File: src/hdl/asd_pkg.sv
package asd_pkg;

  localparam int unsigned PosWidth = 17;

  localparam logic [7:0] OP_AUTH_CHALLENGE = 8'h00;
  localparam logic [7:0] OP_AUTH_PROOF     = 8'h01;
  localparam logic [7:0] OP_REALM_LIST     = 8'h10;

  // Challenge packet layout.
  localparam logic [PosWidth-1:0] CHAL_STATUS_POS = 17'd2;
  localparam logic [PosWidth-1:0] CHAL_GEN_POS    = 17'd35;
  localparam logic [PosWidth-1:0] CHAL_GEN_BASE   = 17'd36;
  localparam logic [PosWidth-1:0] CHAL_FAIL_LEN   = 17'd3;
  // 36 + 1 + 32 + 16 + 1 bytes around the two variable fields.
  localparam logic [PosWidth-1:0] CHAL_FIXED_LEN  = 17'd86;

  // Proof packet layout.
  localparam logic [PosWidth-1:0] PROOF_STATUS_POS = 17'd1;
  localparam logic [PosWidth-1:0] PROOF_OK_LEN     = 17'd22;
  localparam logic [PosWidth-1:0] PROOF_FAIL_LEN   = 17'd2;

  // Realm list packet layout.
  localparam logic [PosWidth-1:0] REALM_SIZE_LO_POS = 17'd1;
  localparam logic [PosWidth-1:0] REALM_SIZE_HI_POS = 17'd2;
  localparam logic [PosWidth-1:0] REALM_HDR_LEN     = 17'd3;

  localparam logic [PosWidth-1:0] POS_LIMIT = 17'd65537;

  typedef struct packed {
    logic [7:0] data;
    logic       first;
    logic       last;
    logic [7:0] opcode;
    logic       locked;
  } asd_result_t;

  typedef struct packed {
    logic                error;
    logic [PosWidth-1:0] position;
  } asd_status_t;

endpackage

File: src/hdl/asd_parser.sv
module asd_parser
  import asd_pkg::*;
(
  input  logic        clk,
  input  logic        rst,
  input  logic        advance,
  input  logic [7:0]  byte_in,
  output asd_result_t result,
  output asd_status_t status
);

  logic [PosWidth-1:0] byte_position, byte_position_next;
  logic [7:0]          current_opcode, current_opcode_next;
  logic [PosWidth-1:0] expected_length, expected_length_next;
  logic                length_known, length_known_next;
  logic [7:0]          generator_length, generator_length_next;
  logic [7:0]          size_low_byte, size_low_byte_next;
  logic                error_flag, error_flag_next;

  logic [PosWidth-1:0] pos_inc;
  logic [PosWidth-1:0] gen_pos;
  logic                first, last;

  assign pos_inc = byte_position + 17'd1;
  assign gen_pos = CHAL_GEN_BASE + {9'd0, generator_length};

  always_comb begin
    byte_position_next    = byte_position;
    current_opcode_next   = current_opcode;
    expected_length_next  = expected_length;
    length_known_next     = length_known;
    generator_length_next = generator_length;
    size_low_byte_next    = size_low_byte;
    error_flag_next       = error_flag;
    first                 = 1'b0;
    last                  = 1'b0;

    if (!error_flag && byte_position == '0) begin
      if (byte_in == OP_AUTH_CHALLENGE || byte_in == OP_AUTH_PROOF ||
          byte_in == OP_REALM_LIST) begin
        current_opcode_next  = byte_in;
        length_known_next    = 1'b0;
        expected_length_next = '0;
        byte_position_next   = 17'd1;
        first                = 1'b1;
      end else begin
        error_flag_next = 1'b1;
      end
    end else if (!error_flag) begin
      case (current_opcode)
        OP_AUTH_CHALLENGE: begin
          if (byte_position == CHAL_STATUS_POS && byte_in != 8'd0) begin
            expected_length_next = CHAL_FAIL_LEN;
            length_known_next    = 1'b1;
          end else if (byte_position == CHAL_GEN_POS) begin
            generator_length_next = byte_in;
          end else if (byte_position >= CHAL_GEN_BASE && !length_known &&
                       byte_position == gen_pos) begin
            expected_length_next = CHAL_FIXED_LEN + {9'd0, generator_length} +
                                   {9'd0, byte_in};
            length_known_next    = 1'b1;
          end
        end
        OP_AUTH_PROOF: begin
          if (byte_position == PROOF_STATUS_POS) begin
            expected_length_next = (byte_in == 8'd0) ? PROOF_OK_LEN : PROOF_FAIL_LEN;
            length_known_next    = 1'b1;
          end
        end
        default: begin
          if (byte_position == REALM_SIZE_LO_POS) begin
            size_low_byte_next = byte_in;
          end else if (byte_position == REALM_SIZE_HI_POS) begin
            expected_length_next = REALM_HDR_LEN + {1'b0, byte_in, size_low_byte};
            length_known_next    = 1'b1;
          end
        end
      endcase

      if (length_known_next && pos_inc >= expected_length_next) begin
        last               = 1'b1;
        byte_position_next = '0;
      end else begin
        byte_position_next = pos_inc;
      end
    end
  end

  always_comb begin
    result.data = byte_in;
    if (error_flag_next) begin
      result.first  = 1'b0;
      result.last   = 1'b0;
      result.opcode = 8'd0;
      result.locked = 1'b1;
    end else begin
      result.first  = first;
      result.last   = last;
      result.opcode = current_opcode_next;
      result.locked = 1'b0;
    end
  end

  assign status.error    = error_flag;
  assign status.position = byte_position;

  always_ff @(posedge clk) begin
    if (rst) begin
      byte_position    <= '0;
      current_opcode   <= '0;
      expected_length  <= '0;
      length_known     <= 1'b0;
      generator_length <= '0;
      size_low_byte    <= '0;
      error_flag       <= 1'b0;
    end else if (advance) begin
      byte_position    <= byte_position_next;
      current_opcode   <= current_opcode_next;
      expected_length  <= expected_length_next;
      length_known     <= length_known_next;
      generator_length <= generator_length_next;
      size_low_byte    <= size_low_byte_next;
      error_flag       <= error_flag_next;
    end
  end

endmodule

File: src/hdl/auth_stream_deframer.sv
// An accepted input beat is registered and appears as its output beat in the next cycle.
// Throughput: one beat per cycle; the output register is reloaded in the same
// cycle that its beat is taken, so only output backpressure stalls the input.
// Reset (synchronous, active high) clears the parse state, the sticky error
// and the output valid.
module auth_stream_deframer
  import asd_pkg::*;
(
  input  logic       clk,
  input  logic       rst,
  input  logic       in_valid,
  output logic       in_ready,
  input  logic [7:0] byte_in,
  output logic       out_valid,
  input  logic       out_ready,
  output logic [7:0] byte_out,
  output logic       packet_start,
  output logic       packet_end,
  output logic [7:0] opcode_out,
  output logic       error_locked
);

  asd_result_t result;
  asd_status_t status;
  logic        in_fire;

  assign in_ready = !out_valid || out_ready;
  assign in_fire  = in_valid && in_ready;

  asd_parser u_parser (
    .clk     (clk),
    .rst     (rst),
    .advance (in_fire),
    .byte_in (byte_in),
    .result  (result),
    .status  (status)
  );

  always_ff @(posedge clk) begin
    if (rst) begin
      out_valid <= 1'b0;
    end else if (in_ready) begin
      out_valid <= in_valid;
    end
  end

  always_ff @(posedge clk) begin
    if (in_fire) begin
      byte_out     <= result.data;
      packet_start <= result.first;
      packet_end   <= result.last;
      opcode_out   <= result.opcode;
      error_locked <= result.locked;
    end
  end

  // Once locked, the parser never leaves the error state.
  a_error_sticky: assert property (@(posedge clk) disable iff (rst)
    status.error |=> status.error)
    else $error("error flag cleared without reset");

  a_locked_no_marks: assert property (@(posedge clk) disable iff (rst)
    out_valid && error_locked |-> !packet_start && !packet_end && opcode_out == 8'd0)
    else $error("locked beat carries packet marks");

  a_position_range: assert property (@(posedge clk) disable iff (rst)
    status.position <= POS_LIMIT)
    else $error("byte position out of range");

  a_error_freezes_position: assert property (@(posedge clk) disable iff (rst)
    status.error |=> $stable(status.position))
    else $error("byte position moved while locked");

endmodule
File: config.mk
export PLATFORM = sky130hd
export DESIGN_NAME = auth_stream_deframer
export DESIGN_NICKNAME = d
export VERILOG_FILES = /design/src/hdl/asd_pkg.sv /design/src/hdl/asd_parser.sv /design/src/hdl/auth_stream_deframer.sv
export SDC_FILE = /design/constraint.sdc
export NUM_CORES = 1
export LEC_CHECK = 0
export ABC_AREA = 1
export BUFFER_PORTS_ARGS = -buffer_cell sky130_fd_sc_hd__buf_2
export CORE_MARGIN = 2
export CORE_UTILIZATION = 50
export CTS_CLUSTER_DIAMETER = 40
export CTS_CLUSTER_SIZE = 10
export DETAILED_ROUTE_END_ITERATION = 10
export PLACE_DENSITY = 0.76
export SETUP_SLACK_MARGIN = 0.5
export SLEW_MARGIN = 0
export SYNTH_ARGS = -nofsm -noshare
export SYNTH_HDL_FRONTEND = slang
export SYNTH_SLANG_ARGS = --single-unit
File: constraint.sdc
create_clock -name clk -period 5.3 [get_ports clk]
set_clock_uncertainty 0.2 [all_clocks]
set_input_delay 0.795 -clock clk [delete_from_list [all_inputs] [get_ports clk]]
set_output_delay 0.795 -clock clk [all_outputs]
set_load 0.05 [all_outputs]
==> flow_metrics.env <==
export IMPL_run_status="completed"
export IMPL_final_critical_period_ns=4.40
export IMPL_worst_setup_path_start_kind="flip-flop"
export IMPL_ys_seq_area_share_pct=29.4
export IMPL_most_frequent_cells_in_the_layout="sky130_fd_sc_hd__nand2_1 (200), sky130_fd_sc_hd__inv_1 (110), sky130_fd_sc_hd__nand3_1 (105)"
export IMPL_detail_route_wl_per_cell_um=16.5
export IMPL_die_area_sq_mm=0.0131
export IMPL_layout_drive_gt1_share_pct=14.4
export IMPL_post_cts_resized=0
export IMPL_die_height_um=114
export IMPL_critical_path_slowest_cell="sky130_fd_sc_hd__dfxtp_1"
export IMPL_num_io_pins=33
export IMPL_die_width_um=114
export IMPL_worstSetupEndpointType="flip-flop"
export IMPL_timing_final_max_slew_violations=0
export IMPL_power_switching_uw=423
export IMPL_syn_avg_cell_area_sq_um=7.03
export IMPL_detailed_place_hpwl_um=12900
export IMPL_fin_crit_sh_pct=83.1
export IMPL_power_combinational_fraction_pct=11.8
export IMPL_area_growth_pct=9.59
export IMPL_timing_worst_setup_path_type="reg2reg"
export IMPL_critPathMaxStageDelay_ns=0.41
export IMPL_final_instance_area_sq_mm=0.00668
export IMPL_max_clock_buf_depth=2
export IMPL_rows=40
export IMPL_hold_viol=0
export IMPL_postRouteAntennaNets=0
export IMPL_cts_hold_buffers_added=0
export IMPL_drt_initial_drc_count=653
export IMPL_worst_endpoint_required_ns=5.21
export IMPL_ir_drop_uv=145
export IMPL_whs_endpoint="u_parser.current_opcode[5]$_SDFFE_PP0P_"
export IMPL_grt_ovfl_total=0
export IMPL_grt_antenna_before_repair=0
export IMPL_synthesis_instances=867
export IMPL_netSwitchingFraction_pct=27.7
export IMPL_critical_path_reg2reg_endpoint="packet_end$_SDFFCE_PP0P_"
export IMPL_fin_tns_setup_ns=0
export IMPL_initial_utilization_pct=50.9
export IMPL_synth_edff_count=19
export IMPL_flop_and_latch_count_out_of_synthesis=80
export IMPL_grt_pass1_wl_um=27900
export IMPL_worstMarginPinSlew_ns=1.04
export IMPL_clockRootBuffer="sky130_fd_sc_hd__clkbuf_16"
export IMPL_post_cts_setup_buffer_count=0
export IMPL_grt_setup_unrepaired="no"
export IMPL_grt_usage_pct=27.6
export IMPL_start_of_the_worst_register_to_register_path="u_parser.generator_length[1]$_SDFFE_PP0P_"
export IMPL_ys_async_sr_fraction_pct=0
export IMPL_number_of_buffers_added_on_ports=32
export IMPL_holdCritStartpoint="u_parser.current_opcode[5]$_SDFFE_PP0P_"
export IMPL_crit_path_cell_trace="inv_1 > ha_1 > o21ai_0 > xor2_1 > inv_1 > ha_1 > a21oi_1 > o21a_1 > nand2_1 > nand2_1 > nand2_1 > nand4_1 > nand2_1 > nand2_1 > nand2_1 > ha_1 > nand2_1 > nor2_1 > a211oi_1 > nand2_1 > nand2_1 > o2111ai_2 > nand2_4 > nor2_2"
export IMPL_final_common_cell="sky130_fd_sc_hd__nand2_1"
export IMPL_post_detailed_route_drc_marker_count=0
export IMPL_cts_max_level=3
export IMPL_whs_path_depth=2
export IMPL_cp_max_fo=9
export IMPL_numClockSinks=80
export IMPL_num_nets_final=938
export IMPL_synth_top_cells_by_area="sky130_fd_sc_hd__dfxtp_1 (20%), sky130_fd_sc_hd__nand2_1 (12%), sky130_fd_sc_hd__edfxtp_1 (9.4%), sky130_fd_sc_hd__nand3_1 (8.6%), sky130_fd_sc_hd__ha_1 (6.8%)"
export IMPL_synth_nets=913
export IMPL_synth_main_ff_cell="sky130_fd_sc_hd__dfxtp_1"
export IMPL_clock_insertion_delay_worst_skew_ns=0.35
export IMPL_pre_cts_ws_ns=0.940
export IMPL_worst_hold_path_type="reg2reg"
export IMPL_power_per_cell_area_mw_per_mm2=229
export IMPL_finalWirelength_um=17200
export IMPL_vias_per_cell=5.76
export IMPL_post_synthesis_cell_type_count=52
export IMPL_tritoncts="yes"
export IMPL_post_dp_cell_area_sq_mm=0.00633
export IMPL_detailroute_via_count=6011
export IMPL_drt_first_pass_iters=6
export IMPL_synth_top_cell_by_area="sky130_fd_sc_hd__dfxtp_1"
export IMPL_cellLeakagePower_uw=0.00306
export IMPL_pin_count_of_the_biggest_net_entering_global_routing=40
export IMPL_routabilityCongestion=1.01
export IMPL_synth_largest_type_area_fraction_pct=20.0
export IMPL_achievable_frequency_ghz=0.227
export IMPL_fin_ws_ns=0.896
export IMPL_ys_warnings_count=0
export IMPL_p_clk_share_pct=46.5
export IMPL_num_cts_buffers=9
export IMPL_timing_critical_path_arrival_ns=4.31
export IMPL_worst_setup_hold_path_clk_slew_ns=0.07
export IMPL_timing_max_cap_violations=0
export IMPL_antenna_cells=0
export IMPL_core_area_sq_mm=0.0120
export IMPL_slew_headroom_pct=30.0
export IMPL_ff2ff_setup_slack_ns=0.90
export IMPL_synth_cell_area_sq_mm=0.00609
export IMPL_path_common_cell="sky130_fd_sc_hd__nand2_1"
export IMPL_setup_viol=0
export IMPL_filler_cell_count=1153
export IMPL_vias_in_the_first_global_route=5352
export IMPL_reg2reg_depth=24
export IMPL_internal_dissipation_uw=1100
export IMPL_p_seq_share_pct=41.8
-- cells by family (layout without fill, tap and decap cells) --
| group | Yosys count | count (layout) | share of synthesized area (%) |
|---|---|---|---|
| compound gates | 135 | 135 | 12.5 |
| fa+ha+maj | 34 | 34 | 7.10 |
| xor+xnor | 27 | 27 | 4.00 |
| flops | 80 | 80 | 29.4 |
| buf+inv | 150 | 179 | 10.1 |
| simple gates | 441 | 442 | 36.8 |
-- power groups by stage --
stage,logic [uW],clock network (uW),registers [uW]
floorplan,98.3,0,679
global placement,172,0,651
detailed placement,173,0,652
CTS,174,718,638
global route,196,746,639
finish,180,710,638
-- worst max-delay path: cells and delay by family, from the launching register on --
family,cells,cell delay [ns]
fa+ha+maj,3,0.93
compound gates,5,1.10
buf+inv,2,0.21
simple gates,13,1.13
xor+xnor,1,0.17
flops,1,0.41
-- state kept, by name, summed over array words and instances, names as in the netlist, 8 cells and up --
register,count
byte_out,8
u_parser.byte_position,17
opcode_out,8
u_parser.current_opcode,8
u_parser.expected_length,17
u_parser.size_low_byte,8
u_parser.generator_length,8
-- cell type report --
| type | instances | area [sq um] | share of cell area (%) |
|---|---|---|---|
| Clock inverter | 7 | 109 | 1.63 |
| Clock buffer | 9 | 225 | 3.37 |
| Tap cell | 147 | 184 | 2.75 |
| Timing Repair Buffer | 35 | 183 | 2.74 |
| Multi-Input combinational cell | 638 | 3700 | 55.4 |
| Inverter | 128 | 483 | 7.23 |
| Sequential cell | 80 | 1790 | 26.8 |
-- worst max path at each step --
stage,startpoint,to,slack (ns),cells past startpoint
3_3_place_gp,u_parser.generator_length[1]$_SDFFE_PP0P_,packet_end$_SDFFCE_PP0P_,0.95,24
5_1_grt,u_parser.generator_length[2]$_SDFFE_PP0P_,u_parser.byte_position[2]$_SDFFE_PP0P_,0.54,26
4_1_cts,u_parser.generator_length[1]$_SDFFE_PP0P_,u_parser.byte_position[3]$_SDFFE_PP0P_,0.89,25
3_5_place_dp,u_parser.generator_length[1]$_SDFFE_PP0P_,u_parser.byte_position[3]$_SDFFE_PP0P_,0.94,25
6_report,u_parser.generator_length[1]$_SDFFE_PP0P_,packet_end$_SDFFCE_PP0P_,0.90,24
2_1_floorplan,u_parser.generator_length[2]$_SDFFE_PP0P_,packet_end$_SDFFCE_PP0P_,1.47,25
-- routing by layer --
layer / up-vias / GRT usage [%] / part of all wire (%)
met3: 50 / 5.29 / 8.7
li1: 2962 / - / -
met4: 0 / 10.1 / 3.3
met2: 273 / 41.4 / 44
met1: 2726 / 39.3 / 44
met5: - / 0 / 0
-- synthesized netlist by cell type (13+ instances only) --
master / number
sky130_fd_sc_hd__dfxtp_1: 61
sky130_fd_sc_hd__nand3_2: 13
sky130_fd_sc_hd__inv_2: 15
sky130_fd_sc_hd__o21ai_0: 24
sky130_fd_sc_hd__xor2_1: 23
sky130_fd_sc_hd__nor3_1: 14
sky130_fd_sc_hd__nand3_1: 105
sky130_fd_sc_hd__nor2_1: 37
sky130_fd_sc_hd__inv_1: 110
sky130_fd_sc_hd__nand2_1: 200
sky130_fd_sc_hd__a21oi_1: 71
sky130_fd_sc_hd__ha_1: 33
sky130_fd_sc_hd__nand4_1: 25
sky130_fd_sc_hd__edfxtp_1: 19
-- through the flow --
stage	util [%]	total power, uW	instances	hold slack (ns)
after global placement	52.9	823	1027	0.243
after global routing	55.8	1580	1044	0.290
after CTS	55.7	1530	1043	0.260
after floorplan	-	777	867	0.236
after detailed placement	52.9	825	1027	0.249
final	55.8	1530	1044	0.259
(Power assumes the default switching activity.)
